`config.mk`:
```
export PLATFORM = sky130hd
export DESIGN_NAME = ptpc_out
export DESIGN_NICKNAME = d
export VERILOG_FILES = /design/src/hw/rtl/ptpc_pkg.sv /design/src/hw/rtl/ptpc_out.sv
export SDC_FILE = /design/constraint.sdc
export NUM_CORES = 1
export LEC_CHECK = 0
export BUFFER_PORTS_ARGS = -buffer_cell sky130_fd_sc_hd__buf_2
export CAP_MARGIN = 20
export CORE_MARGIN = 1.5
export CORE_UTILIZATION = 60
export CTS_CLUSTER_DIAMETER = 30
export DETAILED_ROUTE_END_ITERATION = 12
export PLACE_DENSITY = 0.95
export SYNTH_ARGS = -nofsm -noshare
export SYNTH_HDL_FRONTEND = slang
export SYNTH_SLANG_ARGS = --single-unit
```
`constraint.sdc`:
```
create_clock -name clk -period 12.1 [get_ports clk]
set_input_delay 2.42 -clock clk [delete_from_list [all_inputs] [get_ports clk]]
set_output_delay 2.42 -clock clk [all_outputs]
set_load 0.03 [all_outputs]
```
`src/hw/rtl/ptpc_pkg.sv`:
```
// Package for the triac phase PID regulator.
// Holds item and stage types, register indexes and fixed-point constants.
// No dependencies.
package ptpc_pkg;

	localparam int CHANNELS = 3;
	localparam int CH_W     = 2;
	localparam int TEMP_W   = 14;
	localparam int ERR_W    = 15;
	localparam int DIFF_W   = 16;
	localparam int SUM_W    = 32;
	localparam int GAIN_W   = 32;
	localparam int PWR_W    = 11;
	localparam int DLY_W    = 14;
	localparam int ADDR_W   = 4;
	localparam int DATA_W   = 32;

	localparam int PTERM_W  = GAIN_W + 1 + ERR_W;
	localparam int ITERM_W  = GAIN_W + 1 + SUM_W;
	localparam int DTERM_W  = GAIN_W + 1 + DIFF_W;
	localparam int ILIM_W   = 52;
	localparam int ACC_W    = 53;
	localparam int FRAC_W   = 24;

	localparam logic [PWR_W-1:0] FULL_SCALE = 11'd1600;
	localparam logic [17:0] DELAY_STEP = 18'd100;
	localparam logic signed [ILIM_W-1:0] INT_LIMIT = 52'sh4_0000_0000_0000;
	localparam logic signed [ACC_W-1:0] POWER_LIMIT = 53'sd1600 <<< FRAC_W;

	localparam logic [GAIN_W-1:0] KP_RESET = 32'd6710886;
	localparam logic [GAIN_W-1:0] KI_RESET = 32'd839;
	localparam logic [GAIN_W-1:0] KD_RESET = 32'd50332;

	typedef enum logic [1:0] {
		REG_KP = 2'd0,
		REG_KI = 2'd1,
		REG_KD = 2'd2
	} reg_idx_t;

	typedef struct packed {
		logic [GAIN_W-1:0] kp;
		logic [GAIN_W-1:0] ki;
		logic [GAIN_W-1:0] kd;
	} gains_t;

	typedef struct packed {
		logic [CH_W-1:0]          channel;
		logic signed [TEMP_W-1:0] setpoint;
		logic signed [TEMP_W-1:0] measured_temp;
	} sample_t;

	typedef struct packed {
		logic [CH_W-1:0]          channel;
		logic                     oob;
		logic signed [ERR_W-1:0]  err;
		logic signed [SUM_W-1:0]  sum;
		logic signed [DIFF_W-1:0] diff;
	} err_stage_t;

	typedef struct packed {
		logic [CH_W-1:0]           channel;
		logic                      oob;
		logic signed [PTERM_W-1:0] pterm;
		logic signed [ITERM_W-1:0] iterm;
		logic signed [DTERM_W-1:0] dterm;
	} prod_stage_t;

endpackage

```
`src/hw/rtl/ptpc_out.sv`:
```
// Sum, clamp to the power range, firing delay and result register.
// Depends on ptpc_pkg.
module ptpc_out import ptpc_pkg::*; (
	input  logic              clk,
	input  logic              arst_n,
	input  logic              in_valid,
	output logic              in_ready,
	input  prod_stage_t       in_data,
	output logic              out_valid,
	input  logic              out_ready,
	output logic [CH_W-1:0]   out_channel,
	output logic [PWR_W-1:0]  power_percent,
	output logic [DLY_W-1:0]  fire_delay_us
);

	logic                      valid_s4;
	logic [CH_W-1:0]           channel_s4;
	logic [PWR_W-1:0]          power_s4;
	logic                      valid_q;
	logic [CH_W-1:0]           channel_q;
	logic [PWR_W-1:0]          power_q;
	logic [DLY_W-1:0]          delay_q;

	logic                      ready_q;
	logic signed [ILIM_W-1:0]  ilim;
	logic signed [ACC_W-1:0]   acc;
	logic [PWR_W-1:0]          power;
	logic [17:0]               delay_full;

	assign ready_q  = !valid_q || out_ready;
	assign in_ready = !valid_s4 || ready_q;

	always_comb begin
		if (in_data.iterm > ITERM_W'(INT_LIMIT))
			ilim = INT_LIMIT;
		else if (in_data.iterm < -ITERM_W'(INT_LIMIT))
			ilim = -INT_LIMIT;
		else
			ilim = in_data.iterm[ILIM_W-1:0];
	end

	assign acc = ACC_W'(in_data.pterm) + ACC_W'(ilim) + ACC_W'(in_data.dterm);

	always_comb begin
		if (in_data.oob || acc <= 0)
			power = '0;
		else if (acc >= POWER_LIMIT)
			power = FULL_SCALE;
		else
			power = acc[FRAC_W+PWR_W-1:FRAC_W];
	end

	assign delay_full = 18'(FULL_SCALE - power_s4) * DELAY_STEP;

	always_ff @(posedge clk or negedge arst_n) begin
		if (!arst_n) begin
			valid_s4 <= 1'b0;
			valid_q  <= 1'b0;
		end else begin
			if (in_ready)
				valid_s4 <= in_valid;
			if (ready_q)
				valid_q <= valid_s4;
		end
	end

	always_ff @(posedge clk) begin
		if (in_valid && in_ready) begin
			channel_s4 <= in_data.channel;
			power_s4   <= power;
		end
		if (valid_s4 && ready_q) begin
			channel_q <= channel_s4;
			power_q   <= power_s4;
			delay_q   <= delay_full[DLY_W+3:4];
		end
	end

	assign out_valid     = valid_q;
	assign out_channel   = channel_q;
	assign power_percent = power_q;
	assign fire_delay_us = delay_q;

endmodule

```
# Yosys cells after proc, flatten, opt, wreduce, memory -nomap -nowiden
# Cells that the tools add are included.
# totals
register_bits	42
output_inout_bits	29
word_cells	27
input_bits	169
# classes
n_lt_le_gt_ge	4
n_mul	1
n_reduce_logical	8
muxes	3
add_sub_neg	3
# ops
operator	n
2-to-1 mux 52 bit	2
greater-than comparator 65 x 52 -> 1 bit (second input constant)	1
less-than comparator 65 x 51 -> 1 bit (second input constant)	1
adder 48 x 52 -> 53 bit	1
adder 53 x 49 -> 53 bit	1
>= comparator 53 x 36 -> 1 bit (second input constant)	1
<= comparator 53 x 1 -> 1 bit (second input constant)	1
multiplier 18 x 5 -> 16 bit (second input constant)	1
subtractor 11 x 11 -> 12 bit (first input constant)	1
2-to-1 mux 11 bit	1
logical OR 1 bit	3
logical AND 1 bit	2
zero test 1 bit	2
OR reduction 2 bit	1

# Depth between registers and ports, before layout
# Gate-level depths: netlist of the first run.
# depth
word_depth	8
ltp_mapped	23
mapped_depth_nobuf	20

# Least setup slack after synthesis of the first run
# No wires, ideal clock.
# synth_path
path_kind	input to register
startpoint	input port in_data[100] (netlist bit)
endpoint	register power_s4[7], data pin
setup_ns	0.169
arrival_time_ns	7.425
t_required_ns	11.931
path_buffers	1
stages	21
slack_ns	4.506
path_cell_list	or4_1 nor4_1 nand3_1 nor4_1 o2111ai_1 o41ai_1 clkbuf_1 nand2_1 fa_1 inv_1 ha_1 a211oi_1 nor2_1 a211o_1 a21oi_4 a211oi_2 or3_2 a211o_1 or4b_1 nand4b_4 nor4b_2
# synth_via
elab_chain_len	8
word_cells_on_any_way	10
classes_between	add/sub (2); order compare (4); mux (2); reduce/logical (2)
# synth_lines
item	line_no	text
from (decl)	ptpc_out.sv:8	input prod_stage_t in_data,
less-than comparator 65 x 51 -> 1 bit	ptpc_out.sv:36	else if (in_data.iterm < -ITERM_W'(INT_LIMIT))
2-to-1 mux 52 bit	ptpc_out.sv:36	
2-to-1 mux 52 bit (*)	ptpc_out.sv:34	if (in_data.iterm > ITERM_W'(INT_LIMIT))
adder 48 x 52 -> 53 bit (*)	ptpc_out.sv:42	assign acc = ACC_W'(in_data.pterm) + ACC_W'(ilim) + ACC_W'(in_data.dterm);
adder 53 x 49 -> 53 bit (*)	ptpc_out.sv:42	
<= comparator 53 x 1 -> 1 bit	ptpc_out.sv:45	if (in_data.oob || acc <= 0)
logical OR 1 bit	ptpc_out.sv:45	
OR reduction 2 bit (no line)	n/a	
to (signal assigned)	ptpc_out.sv:70	power_s4 <= power;
to (decl)	ptpc_out.sv:18	logic [PWR_W-1:0] power_s4;
# Every way passes the cells marked *; elsewhere a longest branch is shown, timed or not.
# A chain may end at the register's enable or synchronous reset.

# Worst setup path after layout of the first run
# layout_path
startpoint	input port in_data[100] (netlist bit)
endpoint	register power_s4[0], data pin
# The elaborated chain is that of the path after synthesis.

==> flow_summary.json, run 1 <==
{
  "synth-seq-cells": 42,
  "cp-end-kind": "register",
  "synth_edf_count": 40,
  "first_pass_iters": 5,
  "worst_setup_hold_path_clk_slew_ps": 60,
  "r2r-start": "power_s4[0]",
  "port_buffers": 197,
  "die_area_um2": 13190,
  "h-tree-depth": 2,
  "gp_congestion": 0.9859,
  "slowest_delay_ps": 560,
  "layout_common_cells": "197 x buf_2, 124 x inv_1, 83 x ha_1",
  "finalHoldViolCount": 0,
  "antenna_found_initial": 1,
  "cts.sinks": 42,
  "cap_violations": 0,
  "drcViolationCount": 0,
  "finalSetupTns_ps": 0,
  "fmax_ghz": 0.1214,
  "layout-drive-gt1-share": 0.2172,
  "synth-warning-count": 0,
  "fin_crit_sh": 0.6808,
  "cp_num_buf_inv": 2,
  "die_h_um": 114.8,
  "grt_max_degree": 51,
  "routed-via-count": 7509,
  "min_from": "channel_s4[1]",
  "start_util": 0.6195,
  "startpoint_type": "input port",
  "ys.flop_type": "edfxtp_1",
  "synth_cells": 886,
  "p_per_area_nw_per_um2": 118.1,
  "slew_headroom": 0.4521,
  "vdd_drop_max_uv": 71.10,
  "hold_class": "register to register",
  "rows": 40,
  "async_reset_ff_frac": 0.04762,
  "crit_slowest_cell": "or4b_1",
  "cp_top_family": "simple AND/OR/NAND/NOR gates",
  "holdPathEnd": "out_channel[1]",
  "setup_viol": 0,
  "criticalPathCategory": "input port to register",
  "cts_resized": 0,
  "hold_buffers": 0,
  "worstPathRequired_ps": 12200,
  "synth_cell_types": 73,
  "die_w_um": 114.8,
  "clk_latency_ps": 280,
  "status": "finished clean",
  "area_growth_pct": 17.26,
  "place_hpwl_mm": 19.21,
  "syn_avg_cell_area_um2": 8.469,
  "worst_slew_pin_slew_ps": 813.2,
  "rsz0062_at_grt": "no",
  "final_common_cell": "buf_2",
  "min_period_ps": 8238,
  "ant_nets": 0,
  "cp.depth": 22,
  "r2r_slack_ps": 7510,
  "ys_seq_area_frac": 0.1668,
  "layout.area.seq_um2": 1251,
  "cts-root-buf": "clkbuf_16",
  "post_drt_wl_per_cell_um": 17.93,
  "grt_pass1_vias": 7655,
  "multi_input_area_um2": 5654,
  "p_total_mw": 1.039,
  "cts_buffers": 5,
  "fill_cells": 963,
  "vias_per_cell": 6.070,
  "crit_chain": "buf_2 -> or4_1 -> nor4_1 -> nand3_1 -> nor4_1 -> o2111ai_1 -> o41ai_2 -> buf_4 -> and2_1 -> fa_1 -> ha_1 -> fa_1 -> a21oi_1 -> o221ai_1 -> a21oi_1 -> o31a_1 -> a211oi_2 -> or3_2 -> a211o_1 -> or4b_1 -> nand4b_4 -> nor4_2",
  "track_usage": 0.3398,
  "core_area_um2": 12110,
  "drt_iter0_markers": 596,
  "cp.arrival_ps": 8340,
  "cts_tree": "done",
  "power.leakage_nw": 4.191,
  "nNetsFinal": 1383,
  "r2r-end": "fire_delay_us[12]",
  "grt_first_pass_wirelength_mm": 35.09,
  "synth_nets": 1202,
  "hold_path_depth": 0,
  "overflow": 0,
  "drv_slew": 0,
  "fin_worst_skew_ps": 1.471,
  "syn_area_um2": 7503,
  "postCtsSetupRepairBufs": 0,
  "wirelength_mm": 22.18,
  "ioPinCount": 198,
  "clk_path_buf_depth": 2,
  "rr_worst_depth": 19,
  "crit_fanout": 50
}
## area by class of cell
class / count / area share
timing repair buffer: 199 / 0.1160
tap: 168 / 0.02389
clock inverter: 3 / 0.007821
clock buffer: 5 / 0.01422
antenna: 1 / 0.0002844
inverter: 124 / 0.05290
sequential: 42 / 0.1422
multi-input combinational: 695 / 0.6426
## synthesized netlist by cell type, types with 11 or more instances
library cell | number | area share
o21a_1 | 12 | 0.012
edfxtp_1 | 40 | 0.16
nand4_1 | 26 | 0.022
nor4_1 | 20 | 0.017
xor2_1 | 15 | 0.018
and2_1 | 35 | 0.029
nor3_1 | 16 | 0.011
fa_1 | 64 | 0.17
a21o_1 | 14 | 0.014
inv_1 | 124 | 0.062
xnor2_1 | 27 | 0.032
ha_1 | 83 | 0.14
a21oi_1 | 74 | 0.049
o21ai_0 | 45 | 0.030
nor2_1 | 55 | 0.028
clkbuf_1 | 14 | 0.0070
nand2_1 | 81 | 0.041
nand3_1 | 11 | 0.0073
## worst max-delay path by stage
| stage | slack (ps) | start | endpoint |
|---|---|---|---|
| floorplan | 4510 | in_data[100] | power_s4[7] |
| global placement | 3860 | in_data[100] | power_s4[1] |
| detailed placement | 3660 | in_data[100] | power_s4[0] |
| CTS | 3930 | in_data[100] | power_s4[0] |
| global route | 3490 | in_data[100] | power_s4[5] |
| finish | 3860 | in_data[100] | power_s4[0] |
## sequential cells by signal (all words and copies together), names as in the netlist
register and cells:
channel_s4 2, out_channel 2, valid_s4 1, power_percent 11
out_valid 1, power_s4 11, fire_delay_us 14
## cell families after synthesis
logic type / Yosys count / share of synthesized area
buf+inv: 149 / 0.08071
mux: 3 / 0.004169
xor+xnor: 42 / 0.04903
compound gates: 212 / 0.1788
flops: 42 / 0.1668
simple gates: 291 / 0.2114
fa+ha+maj: 147 / 0.3092
## per-stage QoR
step / utilization / cell area [um2] / setup slack, ps / hold slack (ps) / instances
3_3_place_gp: 0.7080 / 8574 / 3856 / 402.4 / 1227
4_1_cts: 0.7240 / 8768 / 3930 / 422.7 / 1235
6_report: 0.7264 / 8798 / 3862 / 424.5 / 1237
2_1_floorplan: - / 7503 / 4506 / 400.3 / 886
5_1_grt: 0.7264 / 8798 / 3490 / 435.1 / 1237
3_5_place_dp: 0.7080 / 8574 / 3656 / 409.0 / 1227
## power by group
| part | internal [mW] | switching (mW) |
|---|---|---|
| Clock | 0.118 | 0.0519 |
| Sequential | 0.209 | 0.00923 |
| Combinational | 0.249 | 0.402 |
## routing by layer
layer  vias up  share of wire  global-route usage
li1       3487              -                   -
met1      3499           0.37              0.3806
met2       434           0.50              0.6216
met3        89          0.071             0.04850
met4         0          0.059              0.1901
met5         -              0                   0
## worst reg2reg max path, cell delays in order, from the launching register on
cell	delay, ps
edfxtp_1	470
inv_1	110
ha_1	220
nand2_1	110
xor2_1	350
ha_1	310
ha_1	280
inv_1	60
fa_1	540
inv_1	50
ha_1	330
a21oi_1	220
o21bai_1	120
a21oi_1	250
nor2b_1	90
o21a_1	190
o21ai_0	180
nand2b_1	80
a21oi_1	250
xnor2_1	110
(Power assumes the default switching activity.)
==> run 2: changes to the inputs <==
--- a/config.mk
+++ b/config.mk
@@ -8,10 +8,10 @@
 export BUFFER_PORTS_ARGS = -buffer_cell sky130_fd_sc_hd__buf_2
 export CAP_MARGIN = 20
 export CORE_MARGIN = 1.5
-export CORE_UTILIZATION = 60
+export CORE_UTILIZATION = 55
 export CTS_CLUSTER_DIAMETER = 30
 export DETAILED_ROUTE_END_ITERATION = 12
-export PLACE_DENSITY = 0.95
+export PLACE_DENSITY = 0.91
 export SYNTH_ARGS = -nofsm -noshare
 export SYNTH_HDL_FRONTEND = slang
 export SYNTH_SLANG_ARGS = --single-unit
==> constraint.sdc (replaced) <==
create_clock -name clk -period 8.5 [get_ports clk]
set_input_delay 1.7 -clock clk [delete_from_list [all_inputs] [get_ports clk]]
set_output_delay 1.7 -clock clk [all_outputs]
set_load 0.03 [all_outputs]
==> run 2 against run 1 <==
  * Combinational power increased by 42%
  * Non-clock buffer count increased by 1
  * Worst hold slack improved by 1.1 ps
  * Clock skew increased by 3.6 ps
  * Wire length increased by 1.2%
  * Highest routed layer unchanged
  * Largest power group unchanged
  * Final cell count increased by 0.65%
  * Cell area increased by 0.17%
  * Register-to-register slack got worse by 3700 ps
  * Clock power increased by 44%
==> flow_summary.json, run 2 (synthesized netlist as in run 1, its figures left out) <==
{
  "area_growth_pct": 17.46,
  "wirelength_mm": 22.44,
  "holdPathEnd": "out_channel[1]",
  "hold_buffers": 0,
  "holdWs_ps": 425.6,
  "cp.arrival_ps": 7540,
  "rsz0062_at_grt": "no",
  "hold_path_depth": 0,
  "final_common_cell": "buf_2",
  "start_util": 0.5644,
  "fmax_ghz": 0.1345,
  "antenna_found_initial": 0,
  "r2r-start": "power_s4[0]",
  "clk_latency_ps": 290,
  "port_buffers": 197,
  "core_area_um2": 13300,
  "cts.sinks": 42,
  "grt_max_degree": 51,
  "p_per_area_nw_per_um2": 167.9,
  "finalSetupTns_ps": 0,
  "rr_worst_depth": 17,
  "track_usage": 0.3108,
  "min_period_ps": 7432,
  "fin_crit_sh": 0.8744,
  "crit_fanout": 50,
  "worst_setup_hold_path_clk_slew_ps": 60,
  "min_from": "channel_s4[1]",
  "place_hpwl_mm": 19.48,
  "post_drt_wl_per_cell_um": 18.02,
  "first_pass_iters": 6,
  "die_w_um": 119.8,
  "antennaDiodeCount": 0,
  "worst_slack_ps": 1068,
  "p_total_mw": 1.480,
  "fin_worst_skew_ps": 5.096,
  "layout_common_cells": "197 x buf_2, 124 x inv_1, 83 x ha_1",
  "drt_iter0_markers": 525,
  "cts_resized": 0,
  "die_h_um": 119.8,
  "cts-root-buf": "clkbuf_16",
  "slew_headroom": 0.4445,
  "clk_path_buf_depth": 2,
  "nNetsFinal": 1384,
  "hold_class": "register to register",
  "vias_per_cell": 5.933,
  "drv_slew": 0,
  "finalHoldViolCount": 0,
  "routed-via-count": 7387,
  "final_util": 0.6629,
  "pre_cts_ws_ps": 859.4,
  "grt_pass1_vias": 7468,
  "r2r-end": "fire_delay_us[13]",
  "grt_first_pass_wirelength_mm": 35.02,
  "status": "finished clean",
  "die_area_um2": 14350,
  "r2r_slack_ps": 3850,
  "cp-end-kind": "register",
  "rows": 42,
  "setup_viol": 0,
  "overflow": 0,
  "cts_tree": "done",
  "power.leakage_nw": 4.196,
  "h-tree-depth": 2,
  "cap_violations": 0,
  "layout-drive-gt1-share": 0.2180,
  "fill_cells": 1067,
  "worstPathRequired_ps": 8610,
  "criticalPathCategory": "input port to register",
  "gp_congestion": 0.9976,
  "vdd_drop_max_uv": 101.7,
  "ioPinCount": 198,
  "drcViolationCount": 0,
  "startpoint_type": "input port",
  "cts_buffers": 5,
  "largest_reg_flops": 14,
  "postCtsSetupRepairBufs": 0,
  "ant_nets": 0,
  "worst_slew_pin_slew_ps": 824.5
}
[run 2: through the flow]
stage / std cells / instance area, um2
after floorplan: 886 / 7503
after global placement: 1236 / 8592
after detailed placement: 1236 / 8592
after CTS: 1244 / 8786
after global routing: 1245 / 8813
final: 1245 / 8813
[run 2: how the worst max path moves through the flow]
stage | startpoint | to | slack [ps] | cells past startpoint
4_1_cts | in_data[100] | power_s4[3] | 1150 | 22
2_1_floorplan | in_data[100] | power_s4[7] | 1630 | 21
3_5_place_dp | in_data[100] | power_s4[3] | 860 | 22
3_3_place_gp | in_data[100] | power_s4[1] | 940 | 22
6_report | in_data[100] | power_s4[3] | 1070 | 22
5_1_grt | in_data[100] | power_s4[0] | 490 | 22
[run 2: layer usage]
layer | part of all wire | global-route usage | up-vias
met5 | 0 | 0 | -
met4 | 0.061 | 0.1778 | 0
met3 | 0.068 | 0.04183 | 81
met2 | 0.50 | 0.5690 | 397
met1 | 0.38 | 0.3448 | 3418
li1 | - | - | 3491
[run 2: worst max-delay path, cell delays in order]
cell       delay, ps
buf_2            100
or4_1            550
nor4_1           190
nand3_1          110
nor4_1           200
o2111ai_1        150
o41ai_2           80
buf_4            430
nand2_1          130
fa_1             510
inv_1             50
ha_1             400
nand2_1          180
nor3_1           440
nand4_1          180
nor4_1           510
o41ai_2          130
xnor2_1          140
a211o_1          220
or4b_1           520
nand4b_4         290
nor4_2           310
[run 2: cell type report]
class	instances	area (um2)	area share
Multi-Input combinational cell	695	5654	0.6415
Sequential cell	42	1251	0.1420
Timing Repair Buffer	200	1028	0.1167
Inverter	124	465.4	0.05281
Tap cell	176	220.2	0.02499
Clock buffer	5	125.1	0.01420
Clock inverter	3	68.82	0.007808
[run 2: power breakdown]
part	switching (mW)	total [mW]	internal, mW
Clock	0.0750	0.244	0.169
Sequential	0.0134	0.310	0.297
Combinational	0.570	0.926	0.356
Total	0.659	1.48	0.822
