<file path="src/hw/rtl/ptpc_pkg.sv">
// Package for the triac phase PID regulator.
// Holds item and stage types, register indexes and fixed-point constants.
// No dependencies.
package ptpc_pkg;

	localparam int CHANNELS = 3;
	localparam int CH_W     = 2;
	localparam int TEMP_W   = 14;
	localparam int ERR_W    = 15;
	localparam int DIFF_W   = 16;
	localparam int SUM_W    = 32;
	localparam int GAIN_W   = 32;
	localparam int PWR_W    = 11;
	localparam int DLY_W    = 14;
	localparam int ADDR_W   = 4;
	localparam int DATA_W   = 32;

	localparam int PTERM_W  = GAIN_W + 1 + ERR_W;
	localparam int ITERM_W  = GAIN_W + 1 + SUM_W;
	localparam int DTERM_W  = GAIN_W + 1 + DIFF_W;
	localparam int ILIM_W   = 52;
	localparam int ACC_W    = 53;
	localparam int FRAC_W   = 24;

	localparam logic [PWR_W-1:0] FULL_SCALE = 11'd1600;
	localparam logic [17:0] DELAY_STEP = 18'd100;
	localparam logic signed [ILIM_W-1:0] INT_LIMIT = 52'sh4_0000_0000_0000;
	localparam logic signed [ACC_W-1:0] POWER_LIMIT = 53'sd1600 <<< FRAC_W;

	localparam logic [GAIN_W-1:0] KP_RESET = 32'd6710886;
	localparam logic [GAIN_W-1:0] KI_RESET = 32'd839;
	localparam logic [GAIN_W-1:0] KD_RESET = 32'd50332;

	typedef enum logic [1:0] {
		REG_KP = 2'd0,
		REG_KI = 2'd1,
		REG_KD = 2'd2
	} reg_idx_t;

	typedef struct packed {
		logic [GAIN_W-1:0] kp;
		logic [GAIN_W-1:0] ki;
		logic [GAIN_W-1:0] kd;
	} gains_t;

	typedef struct packed {
		logic [CH_W-1:0]          channel;
		logic signed [TEMP_W-1:0] setpoint;
		logic signed [TEMP_W-1:0] measured_temp;
	} sample_t;

	typedef struct packed {
		logic [CH_W-1:0]          channel;
		logic                     oob;
		logic signed [ERR_W-1:0]  err;
		logic signed [SUM_W-1:0]  sum;
		logic signed [DIFF_W-1:0] diff;
	} err_stage_t;

	typedef struct packed {
		logic [CH_W-1:0]           channel;
		logic                      oob;
		logic signed [PTERM_W-1:0] pterm;
		logic signed [ITERM_W-1:0] iterm;
		logic signed [DTERM_W-1:0] dterm;
	} prod_stage_t;

endpackage

</file>
<file path="src/hw/rtl/ptpc_cfg.sv">
// APB-style register block holding the three PID gains.
// Depends on ptpc_pkg.
module ptpc_cfg import ptpc_pkg::*; (
	input  logic              clk,
	input  logic              arst_n,
	input  logic              psel,
	input  logic              penable,
	input  logic              pwrite,
	input  logic [ADDR_W-1:0] paddr,
	input  logic [DATA_W-1:0] pwdata,
	output logic [DATA_W-1:0] prdata,
	output logic              pready,
	output gains_t            gains
);

	gains_t gains_q;
	logic   wr_en;

	assign pready = 1'b1;
	assign wr_en  = psel && penable && pwrite;
	assign gains  = gains_q;

	always_ff @(posedge clk or negedge arst_n) begin
		if (!arst_n) begin
			gains_q.kp <= KP_RESET;
			gains_q.ki <= KI_RESET;
			gains_q.kd <= KD_RESET;
		end else if (wr_en) begin
			case (reg_idx_t'(paddr[3:2]))
				REG_KP: gains_q.kp <= pwdata;
				REG_KI: gains_q.ki <= pwdata;
				REG_KD: gains_q.kd <= pwdata;
				default: ;
			endcase
		end
	end

	always_comb begin
		case (reg_idx_t'(paddr[3:2]))
			REG_KP: prdata = gains_q.kp;
			REG_KI: prdata = gains_q.ki;
			REG_KD: prdata = gains_q.kd;
			default: prdata = '0;
		endcase
	end

endmodule

</file>
<file path="config.mk">
export PLATFORM = sky130hd
export DESIGN_NAME = ptpc_cfg
export DESIGN_NICKNAME = d
export VERILOG_FILES = /design/src/hw/rtl/ptpc_pkg.sv /design/src/hw/rtl/ptpc_cfg.sv
export SDC_FILE = /design/constraint.sdc
export NUM_CORES = 1
export LEC_CHECK = 0
export ABC_CLOCK_PERIOD_IN_PS = 1060
export BUFFER_PORTS_ARGS = -buffer_cell sky130_fd_sc_hd__buf_4
export CORE_AREA = 2 2 102 104
export DETAILED_ROUTE_END_ITERATION = 8
export DIE_AREA = 0 0 104 106
export GPL_TIMING_DRIVEN = 1
export PLACE_DENSITY = 0.73
export RECOVER_POWER = 50
export REMOVE_ABC_BUFFERS = 1
export SETUP_SLACK_MARGIN = 0.05
export SLEW_MARGIN = 20
export SYNTH_ARGS = -nofsm -noshare
export SYNTH_HDL_FRONTEND = slang
export SYNTH_SLANG_ARGS = --single-unit
</file>
<file path="constraint.sdc">
create_clock -name clk -period 1.06 [get_ports clk]
set_input_delay 0.053 -clock clk [delete_from_list [all_inputs] [get_ports clk]]
set_output_delay 0.053 -clock clk [all_outputs]
set_load 0.005 [all_outputs]
</file>
==> Yosys cells after proc, flatten, opt, wreduce, memory -nomap -nowiden <==
Cells that the tools add are included.
{ "word_totals": {"ff_bits": 96, "n_memories": 0, "mem_bits_rw": 0, "inputBits": 41, "latch_bits": 0, "romBits": 0, "wordCells": 12, "out_inout_bits": 129} }
{ "op_classes": {"n_eq_ne": 2, "shift": 0, "n_reduce_logical": 6, "bitwise": 0, "n_mul": 0, "order_cmp": 0, "n_mux": 1, "n_div": 0, "n_addsub": 0} }
{ "op_table": {"columns": ["op", "count"], "rows": [
  ["32-bit case mux with 3 select lines", 1],
  ["2-bit AND reduction", 3],
  ["2-bit by 1-bit == test with 1-bit output (second input constant)", 1],
  ["2-bit == test (second input constant)", 1],
  ["1-bit logical AND", 2],
  ["2-bit logical NOT", 1]
]} }

==> Depth between registers and ports, before layout <==
Gate-level depths: netlist of the first run.
{ "logic_depth": {"ltp_word": 3, "depth_mapped": 6, "ltp_nobuf": 3} }

==> Worst setup path after synthesis of the first run <==
OpenSTA, ideal clock, no wires.
{ "synth_timing": {"kind": "input -> register", "from": "input paddr[2]", "to": "register gains_q, in the netlist gains[35]", "required_ps": 935, "arrival_time_ps": 1117, "setup_ps": 125, "path_stages": 5, "n_path_buf": 3, "setup_slack_ps": -182, "cell_sequence": "buf_4 > or3b_1 > buf_2 > buf_6 > mux2_4"} }
{ "synth_via": {"elab_chain_len": 2} }
{ "synth_rtl": {"columns": ["item", "line_no", "source"], "rows": [
  ["start: declaration", "ptpc_cfg.sv:9", "input logic [ADDR_W-1:0] paddr,"],
  ["2-bit by 1-bit == test with 1-bit output", "ptpc_cfg.sv:29", "case (reg_idx_t'(paddr[3:2]))"],
  ["2-bit AND reduction (no line)", null, null],
  ["end: declaration", "ptpc_cfg.sv:16", "gains_t gains_q;"]
]} }
No other way between the ends.
A chain may end at the register's enable or synchronous reset.

==> Worst setup path after layout of the first run <==
{ "layout_timing": {"from": "register gains_q, in the netlist gains[34]", "to": "output prdata[2]"} }
{ "layout_via": {"elab_chain_len": 1} }
{ "layout_rtl": {"columns": ["item", "line_no", "source"], "rows": [
  ["32-bit case mux with 3 select lines", "ptpc_cfg.sv:39", "case (reg_idx_t'(paddr[3:2]))"],
  ["end: declaration", "ptpc_cfg.sv:11", "output logic [DATA_W-1:0] prdata,"]
]} }
No other way between the ends.

==> run_results.csv, run 1 <==
group,metric,value,unit
floorplanning,initial_core_util,0.440,
cells_and_area,final_common_cell,"buf_4",
worst_setup_path,cp.required,1010,ps
cells_and_area,n_antenna_cell,0,
sta,period_needed,1310,ps
synthesis,synth.yosys.seq_area_share,0.553,
detailed_routing,via_per_inst,5.00,
floorplanning,pin_count,170,
floorplanning,rows,37,
synthesis,netlist_area,0.00440,mm^2
cells_and_area,final_cells,738,
global_route,grt_max_degree,41,
detailed_routing,drc_errors,0,
clocking,clk_latency,330,ps
synthesis,synth_cell_types,18,
cells_and_area,final_cell_mix,"buf_4 (143), buf_6 (107), dfrtp_1 (71)",
floorplanning,die_h,106,um
clocking,h-tree-depth,3,
worst_setup_path,crit_path_start_kind,"flip-flop",
sta,rsz0062_at_grt,"yes",
sta,finalHoldViolations,0,
worst_setup_path,r2r_start,"gains[7]",
sta,finalClockSkew,0,ps
detailed_routing,dr.pass1.iters,4,
floorplanning,die_w,104,um
synthesis,synth_seq_cells,96,
detailed_routing,ant_nets,0,
sta,tns,-7080,ps
global_route,overflow,0,
worst_setup_path,crit_type,"flip-flop to output pin",
power,ir_drop,1.19,mV
cells_and_area,largest_reg_flops,96,
worst_setup_path,crit_path_max_fanout,2,
job,max_cap_violations,0,
clocking,clock_path_buffers,2,
run_status,status,"complete, but fails checks",
global_route,grt_pass1_wl,19600,um
sta,max_freq,0.762,GHz
sta,drv_slew,0,
cells_and_area,nFillCells,674,
synthesis,avgSynthCellArea,13.9,um^2
sta,whs,202,ps
run_status,failed_checks,"setup timing",
sta,setup_viol,74,
global_route,grt_pass1_vias,3696,
power,totalPowerFinal,13.4,mW
power,powerDensity,1810,mW/mm^2
global_route,grtUsageTotal,0.223,
clocking,cts_tree,"built",
worst_setup_path,r2r_setup_slack,0,ps
detailed_routing,drt_iter0_drc,124,
cells_and_area,drive_gt1_frac,0.653,
detailed_routing,wl_per_cell,18.0,um
placement,dp_cells,617,
worst_setup_path,cp.arrival,1260,ps
placement,io_buffer_count,166,
detailed_routing,drt_wl_total,13300,um
worst_setup_path,r2r_end,"gains[7]",
synthesis,synth_cells,316,
sta,fin_crit_sh,1.24,
worst_setup_path,endpoint_kind,"output pin",
global_route,antenna_found_initial,0,
clocking,cts_buffers,9,
synthesis,ys_warn_count,0,
cells_and_area,fin_nets,638,
clocking,clk_pin_slew,100,ps
sta,setup_ws,-253,ps
cells_and_area,seq_area,0.00243,mm^2
min_path,hold_path.class,"primary input to asynchronous set/reset pin",
power,p_leak,3.61,nW
floorplanning,core,0.0100,mm^2
placement,gp_congestion,0.772,
cells_and_area,area_growth,67.7,%
detailed_routing,vias,3691,
clocking,clkSinkCount,96,
cells_and_area,multiInputGateArea,0.00185,mm^2
placement,hpwl,7800,um
clocking,cts-root-buf,"clkbuf_8",
floorplanning,die_area,0.0110,mm^2
worst_setup_path,rr_worst_depth,4,
[cells in the mapped netlist]
cell type / n / area, um^2
nor2b_1: 1 / 6.26
buf_6: 3 / 33.8
mux2_2: 64 / 721
o21ai_0: 32 / 160
nor3b_2: 1 / 12.5
conb_1: 1 / 3.75
mux2_1: 2 / 22.5
nand3_2: 1 / 10.0
mux2i_1: 32 / 320
buf_2: 10 / 50.1
clkbuf_1: 7 / 26.3
nand2_1: 32 / 120
mux2_4: 30 / 450
or3b_1: 1 / 8.76
buf_4: 2 / 15.0
nor3_2: 1 / 10.0
dfrtp_1: 71 / 1780
dfstp_2: 25 / 657
[timing repair]
| item | in CTS | in global routing |
|---|---|---|
| hold buffers | 33 | 0 |
| pin swaps | 2 | 6 |
| hold endpoints to repair | 175 | 0 |
| buffers inserted | 50 | 38 |
| endpoints found under the setup margin | 60 | 94 |
| resized for setup | 92 | 64 |
[where the power goes]
group          switching, mW  internal, mW  total [mW]
clock                   1.22          1.23        2.44
sequential             0.762          4.68        5.44
combinational           1.72          3.78        5.50
total                   3.70          9.69        13.4
[cell families after synthesis]
logic type             share of synthesized area
multiplexers                               0.344
flip-flops                                 0.553
AND/OR/NAND/NOR                           0.0381
AO/OA/AOI/OAI                             0.0364
buffers and inverters                     0.0284
other                                   0.000851
[routing by layer]
layer,track usage,vias up,wire [um]
met3,0.0411,24,705
met4,0.0695,0,249
met1,0.278,1839,5320
met2,0.396,155,6980
met5,0,-,0
li1,-,1673,-
[worst max path at each step]
stage                          from   endpoint  slack, ps  depth (start not counted)
final                     gains[34]  prdata[2]       -250                          3
after global routing      gains[32]  prdata[0]       -320                          3
after CTS                 gains[40]  prdata[8]       -280                          3
after detailed placement    penable  gains[42]       -330                          5
after global placement       pwrite  gains[49]       -330                          5
after floorplan              pwrite   gains[0]       -940                          3
[per-stage QoR]
step	util	setup WS, ps	cell area [um^2]
2_1_floorplan	-	-935	4280
3_3_place_gp	0.599	-327	5990
3_5_place_dp	0.599	-326	5990
4_1_cts	0.712	-278	7120
5_1_grt	0.739	-325	7390
6_report	0.739	-253	7390
[layout make-up]
cell class,instances,area share
Sequential cell,96,0.329
Timing Repair Buffer,292,0.369
Multi-Input combinational cell,198,0.251
Clock buffer,12,0.0210
Tap cell,136,0.0230
Clock inverter,4,0.00728
[worst max-delay path, stage by stage, from the launching register on]
cell	delay (ps)
dfstp_1	570
mux2i_1	100
o21ai_1	130
buf_4	120
No activity file was read; power rests on OpenSTA's default activity.
==> inputs of run 2 (changes only) <==
--- a/config.mk
+++ b/config.mk
@@ -6,12 +6,12 @@
 export NUM_CORES = 1
 export LEC_CHECK = 0
 export ABC_CLOCK_PERIOD_IN_PS = 1060
-export BUFFER_PORTS_ARGS = -buffer_cell sky130_fd_sc_hd__buf_4
-export CORE_AREA = 2 2 102 104
+export BUFFER_PORTS_ARGS = -buffer_cell sky130_fd_sc_hd__buf_2
+export CORE_AREA = 4 4 116 96
 export DETAILED_ROUTE_END_ITERATION = 8
-export DIE_AREA = 0 0 104 106
+export DIE_AREA = 0 0 120 100
 export GPL_TIMING_DRIVEN = 1
-export PLACE_DENSITY = 0.73
+export PLACE_DENSITY = 0.72
 export RECOVER_POWER = 50
 export REMOVE_ABC_BUFFERS = 1
 export SETUP_SLACK_MARGIN = 0.05
==> run 2 against run 1 <==
Against the previous run:
- critical path type unchanged
- clock power rose by 32%
- largest power group is now registers
- critical endpoint is now prdata[8]
- the run still ends with setup timing left
- cell area shrank 8.4%
- global-route usage down 1.2 points
==> run_results.csv, run 2 (same netlist as run 1, synthesis figures left out) <==
group,metric,value,unit
detailed_routing,drt_wl_total,13200,um
worst_setup_path,r2r_start,"gains[52]",
power,p_int,9.21,mW
worst_setup_path,crit_type,"flip-flop to output pin",
global_route,grt_pass1_wl,19900,um
sta,setup_ws,-209,ps
power,ir_drop,0.940,mV
power,switchingPower,3.50,mW
cells_and_area,largest_reg_flops,96,
floorplanning,core,0.0100,mm^2
floorplanning,die_w,120,um
clocking,clock_path_buffers,2,
placement,dp_cells,617,
clocking,clk_latency,330,ps
worst_setup_path,path_cells,"mux2i_1 > o21ai_1 > buf_2",
power,p_sw_frac,0.275,
global_route,overflow,0,
cells_and_area,n_antenna_cell,0,
detailed_routing,via_per_inst,5.01,
worst_setup_path,cp.arrival,1220,ps
sta,drv_slew,0,
worst_setup_path,crit_path_max_fanout,2,
power,pwr-share-clk,0.253,
clocking,clkSinkCount,96,
global_route,antenna_found_initial,0,
floorplanning,rows,33,
sta,finalClockSkew,0,ps
min_path,hold_path.class,"primary input to asynchronous set/reset pin",
placement,dp_slack,-340,ps
sta,finalHoldViolations,0,
cells_and_area,area_growth,53.7,%
placement,gp_congestion,0.775,
sta,max-slew-margin-rel,0.620,
floorplanning,die_h,100,um
placement,place_area,0.00549,mm^2
worst_setup_path,crit_path_start,"gains[40]",
power,totalPowerFinal,12.7,mW
global_route,grtUsageTotal,0.211,
detailed_routing,vias,3534,
cells_and_area,final_cells,706,
worst_setup_path,endpoint_kind,"output pin",
clocking,h-tree-depth,3,
job,max_cap_violations,0,
detailed_routing,wl_per_cell,18.7,um
cells_and_area,final_cell_area,0.00677,mm^2
power,p_seq_frac,0.427,
clocking,cts_tree,"built",
detailed_routing,ant_nets,0,
worst_setup_path,crit_family,"flip-flops",
worst_setup_path,cp.required,1010,ps
floorplanning,initial_core_util,0.439,
clocking,clk_pin_slew,70,ps
sta,setup_viol,56,
cells_and_area,final_core_util,0.675,
worst_setup_path,path_buf_inv,1,
sta,whs,244,ps
cells_and_area,final_common_cell,"buf_2",
detailed_routing,dr.pass1.iters,4,
sta,max_freq,0.788,GHz
worst_setup_path,crit_path_start_kind,"flip-flop",
clocking,cts-root-buf,"clkbuf_16",
sta,period_needed,1270,ps
worst_setup_path,crit_path_top_delay_cell,"dfstp_2",
cells_and_area,final_cell_mix,"buf_2 (129), dfrtp_1 (71), buf_6 (58)",
worst_setup_path,critPathMaxStageDelay,550,ps
power,pwr-share-comb,0.320,
global_route,grt_max_degree,40,
sta,tns,-5250,ps
global_route,grt_pass1_vias,3746,
placement,io_buffer_count,166,
run_status,failed_checks,"setup timing",
worst_setup_path,r2r_setup_slack,80,ps
placement,hpwl,8070,um
cells_and_area,drive_gt1_frac,0.624,
power,powerDensity,1880,mW/mm^2
sta,tightest_slew,571,ps
sta,fin_crit_sh,1.20,
cells_and_area,fin_nets,602,
floorplanning,die_area,0.0120,mm^2
floorplanning,pin_count,170,
run_status,status,"complete, but fails checks",
clocking,cts_buffers,9,
power,p_leak,3.37,nW
cells_and_area,nFillCells,726,
sta,rsz0062_at_grt,"yes",
detailed_routing,drc_errors,0,
detailed_routing,drt_iter0_drc,150,
## run 2: cell types whose count changed in the layout (fill, tap and decap cells not counted), sizes merged
cell / change
buf: -39
clkinvlp: -1
clkinv: +2
clkbuf: +2
## run 2: path summary, 6_finish.rpt
| kind | endpoint | cells after the start |
|---|---|---|
| min reg2reg | gains[93] | 1 |
| max | prdata[8] | 3 |
| max reg2reg | gains[52] | 3 |
| max in group asynchronous | gains[82] | 3 |
| min in group clk | gains[92] | 5 |
| min | gains[75] | 2 |
## run 2: repair_timing
action | 4_1_cts | 5_1_grt
hold buffers | 32 | 1
gates cloned | 2 | 2
gates resized for setup | 46 | 60
pin swaps | 1 | 4
endpoints found under the hold margin | 153 | 1
setup buffers | 20 | 25
endpoints found under the setup margin | 85 | 85
## run 2: layout make-up
class	count	area, um^2	area share
repair buffers	256	1970	0.292
well taps	140	175	0.0259
flip-flops and latches	96	2430	0.360
clock buffers	11	243	0.0359
multi-input cells	198	1890	0.279
clock inverters	5	56.3	0.00832
## run 2: worst reg2reg max path: cells and delay by family, from the launching register on
family	cells	cell delay [ps]
flip-flops	1	390
multiplexers	1	240
buffers and inverters	2	240
## run 2: power by group through the flow
stage               registers [mW]  logic (mW)  clock network, mW
finish                        5.43        4.06               3.22
global route                  5.54        4.40               3.43
CTS                           5.37        3.66               3.30
detailed placement            5.44        2.97                  0
global placement              5.40        2.86                  0
floorplan                     5.39        1.30                  0
## run 2: metal layers
layer  vias up  part of all wire  track usage
met3         6             0.052       0.0445
met5         -                 0            0
li1       1601                 -            -
met1      1786              0.45        0.280
met4         0            0.0055       0.0546
met2       141              0.50        0.358
==> inputs of run 3 (changes only) <==
--- a/config.mk
+++ b/config.mk
@@ -5,13 +5,14 @@
 export SDC_FILE = /design/constraint.sdc
 export NUM_CORES = 1
 export LEC_CHECK = 0
+export ABC_AREA = 1
 export ABC_CLOCK_PERIOD_IN_PS = 1060
 export BUFFER_PORTS_ARGS = -buffer_cell sky130_fd_sc_hd__buf_2
-export CORE_AREA = 4 4 116 96
+export CORE_AREA = 4 4 114 95
 export DETAILED_ROUTE_END_ITERATION = 8
-export DIE_AREA = 0 0 120 100
+export DIE_AREA = 0 0 118 99
 export GPL_TIMING_DRIVEN = 1
-export PLACE_DENSITY = 0.72
+export PLACE_DENSITY = 0.73
 export RECOVER_POWER = 50
 export REMOVE_ABC_BUFFERS = 1
 export SETUP_SLACK_MARGIN = 0.05
==> run 3 against run 2 <==
Against the previous run:
- the run still ends with setup timing left
- wire length is 4.9% higher
- core utilization grew 0.38 points
- total power shrank 8.8%
- register-to-register slack is essentially flat
- global-route usage grew 2.2 points
- highest routed layer unchanged
==> run_results.csv, run 3 <==
group,metric,value,unit
floorplanning,initial_core_util,0.448,
detailed_routing,ant_nets,0,
sta,max-slew-margin-rel,0.562,
sta,whs,47.8,ps
run_status,failed_checks,"setup timing",
worst_setup_path,r2r_start,"gains[75]",
sta,setup_ws,-135,ps
synthesis,synth_cell_types,12,
job,max_cap_violations,0,
clocking,h-tree-depth,3,
worst_setup_path,cp.required,1010,ps
global_route,grt_max_degree,50,
global_route,grt_pass1_vias,4453,
sta,tightest_slew,657,ps
power,switchingPower,3.50,mW
global_route,antenna_found_initial,0,
detailed_routing,dr.pass1.iters,5,
clocking,clock_path_buffers,2,
detailed_routing,drt_iter0_drc,274,
worst_setup_path,endpoint,"prdata[1]",
synthesis,synth_most_common_cell,"nand2_1",
cells_and_area,n_antenna_cell,0,
worst_setup_path,rr_worst_depth,5,
sta,setup_viol,29,
worst_setup_path,crit_path_max_fanout,3,
synthesis,synth_seq_cells,96,
synthesis,synth_flop_cell,"dfrtp_1",
clocking,clk_pin_slew,70,ps
global_route,grtUsageTotal,0.234,
worst_setup_path,path_cells,"nand2_1 > nand3_1 > buf_2",
synthesis,synth_top_area_frac,0.416,
power,p_leak,3.66,nW
synthesis,ys_warn_count,0,
clocking,clk_latency,320,ps
worst_setup_path,crit_family,"flip-flops",
clocking,cts_tree,"built",
synthesis,avgSynthCellArea,7.64,um^2
power,powerDensity,1790,mW/mm^2
floorplanning,core,0.00953,mm^2
detailed_routing,drc_errors,0,
synthesis,netlist_area,0.00427,mm^2
cells_and_area,largest_reg_flops,96,
detailed_routing,drt_wl_total,13900,um
cells_and_area,nFillCells,776,
power,ir_drop,1.06,mV
power,pwr-share-clk,0.269,
cells_and_area,final_cell_mix,"nand2_1 (387), buf_2 (135), dfrtp_1 (71)",
cells_and_area,final_common_cell,"nand2_1",
synthesis,synth_edf_count,0,
sta,drv_slew,0,
synthesis,ys_top_cells_by_area,"dfrtp_1 (42%), nand2_1 (34%), dfstp_2 (15%)",
sta,finalHoldViolations,0,
cells_and_area,final_cell_area,0.00646,mm^2
detailed_routing,via_per_inst,4.94,
worst_setup_path,critPathMaxStageDelay,560,ps
placement,place_area,0.00539,mm^2
synthesis,synth.yosys.seq_area_share,0.570,
synthesis,synth_top_area_cell,"dfrtp_1",
global_route,grt_pass1_wl,22400,um
floorplanning,pin_count,170,
power,p_int,8.09,mW
cells_and_area,fin_nets,838,
worst_setup_path,r2r_end,"gains[75]",
worst_setup_path,path_depth,3,
synthesis,synth_commonest_cells,"nand2_1 (390), dfrtp_1 (71), nand3_1 (33), dfstp_2 (25), buf_2 (24)",
worst_setup_path,crit_path_start,"gains[65]",
clocking,cts-root-buf,"clkbuf_16",
detailed_routing,vias,4548,
cells_and_area,drive_gt1_frac,0.343,
cells_and_area,area_growth,51.4,%
placement,hpwl,8840,um
power,p_sw_frac,0.302,
sta,rsz0062_at_grt,"yes",
worst_setup_path,crit_path_top_delay_cell,"dfstp_2",
placement,gp_congestion,0.819,
power,pwr-share-comb,0.282,
sta,fin_crit_sh,1.13,
run_status,status,"complete, but fails checks",
worst_setup_path,crit_type,"flip-flop to output pin",
sta,max_freq,0.837,GHz
floorplanning,die_w,118,um
power,p_seq_frac,0.450,
placement,io_buffer_count,166,
worst_setup_path,r2r_setup_slack,70,ps
worst_setup_path,endpoint_kind,"output pin",
synthesis,synth_cells,559,
global_route,overflow,0,
worst_setup_path,crit_path_start_kind,"flip-flop",
floorplanning,die_area,0.0117,mm^2
floorplanning,die_h,99,um
worst_setup_path,cp.arrival,1140,ps
worst_setup_path,path_buf_inv,1,
detailed_routing,wl_per_cell,15.0,um
synthesis,ys_async_sr_fraction,1.00,
min_path,hold_path.class,"primary input to asynchronous set/reset pin",
sta,period_needed,1190,ps
floorplanning,rows,32,
sta,finalClockSkew,0,ps
clocking,cts_buffers,9,
clocking,clkSinkCount,96,
## run 3: power by group through the flow
| stage | clock network (mW) | registers, mW | logic (mW) |
|---|---|---|---|
| 2_1_floorplan | 0 | 5.21 | 0.858 |
| 3_3_place_gp | 0 | 5.18 | 2.32 |
| 3_5_place_dp | 0 | 5.21 | 2.39 |
| 4_1_cts | 3.19 | 5.16 | 2.84 |
| 5_1_grt | 3.33 | 5.30 | 3.65 |
| 6_report | 3.11 | 5.21 | 3.26 |
## run 3: final cells by class
| class | count | area (um^2) | area share |
|---|---|---|---|
| clock inverter | 6 | 51.3 | 0.00794 |
| multi-input combinational | 430 | 1690 | 0.262 |
| inverter | 5 | 18.8 | 0.00290 |
| tap | 119 | 149 | 0.0230 |
| clock buffer | 10 | 239 | 0.0370 |
| sequential | 96 | 2430 | 0.376 |
| timing repair buffer | 255 | 1880 | 0.291 |
## run 3: worst min path at each step
stage	to	start	slack, ps
after detailed placement	gains[91]	arst_n	-140
after global placement	gains[91]	arst_n	-140
after global routing	gains[91]	arst_n	60
final	gains[91]	arst_n	50
after CTS	gains[91]	arst_n	40
after floorplan	gains[0]	arst_n	-240
## run 3: logic make-up (layout without fill, tap and decap cells)
| group | Yosys count | in the layout | synth area share |
|---|---|---|---|
| buffers and inverters | 33 | 276 | 0.0396 |
| flip-flops | 96 | 96 | 0.570 |
| other | 1 | 1 | 0.000878 |
| AND/OR/NAND/NOR | 429 | 429 | 0.390 |
## run 3: worst register-to-register path: stages, from the launching register on
cell and delay, ps:
dfrtp_1 400, buf_6 130, buf_4 120, buf_4 130
nand2_2 50, nand2_1 60
## run 3: metal layers
layer	part of all wire	routed length [um]	vias to the layer above	global-route usage
met5	0	0	-	0
met3	0.087	1210	23	0.0602
met2	0.49	6750	204	0.405
met1	0.41	5690	2151	0.295
li1	-	-	2170	-
met4	0.015	213	0	0.0577
## run 3: timing repair
action	CTS	global route
hold buffers	33	0
pin swaps	55	21
endpoints found under the setup margin	57	65
gates resized for setup	20	37
buffers inserted	17	17
hold endpoints to repair	192	0
## run 3: stage by stage
stage	setup TNS (ps)	worst slack, ps	total power [mW]	std cells	utilization
final	-2260	-135	11.6	921	0.678
after global routing	-6150	-198	12.3	921	0.678
after CTS	-2120	-134	11.2	904	0.654
after detailed placement	0	13.9	7.60	838	0.566
after global placement	0	40.0	7.50	838	0.566
after floorplan	-26570	-615	6.07	531	-
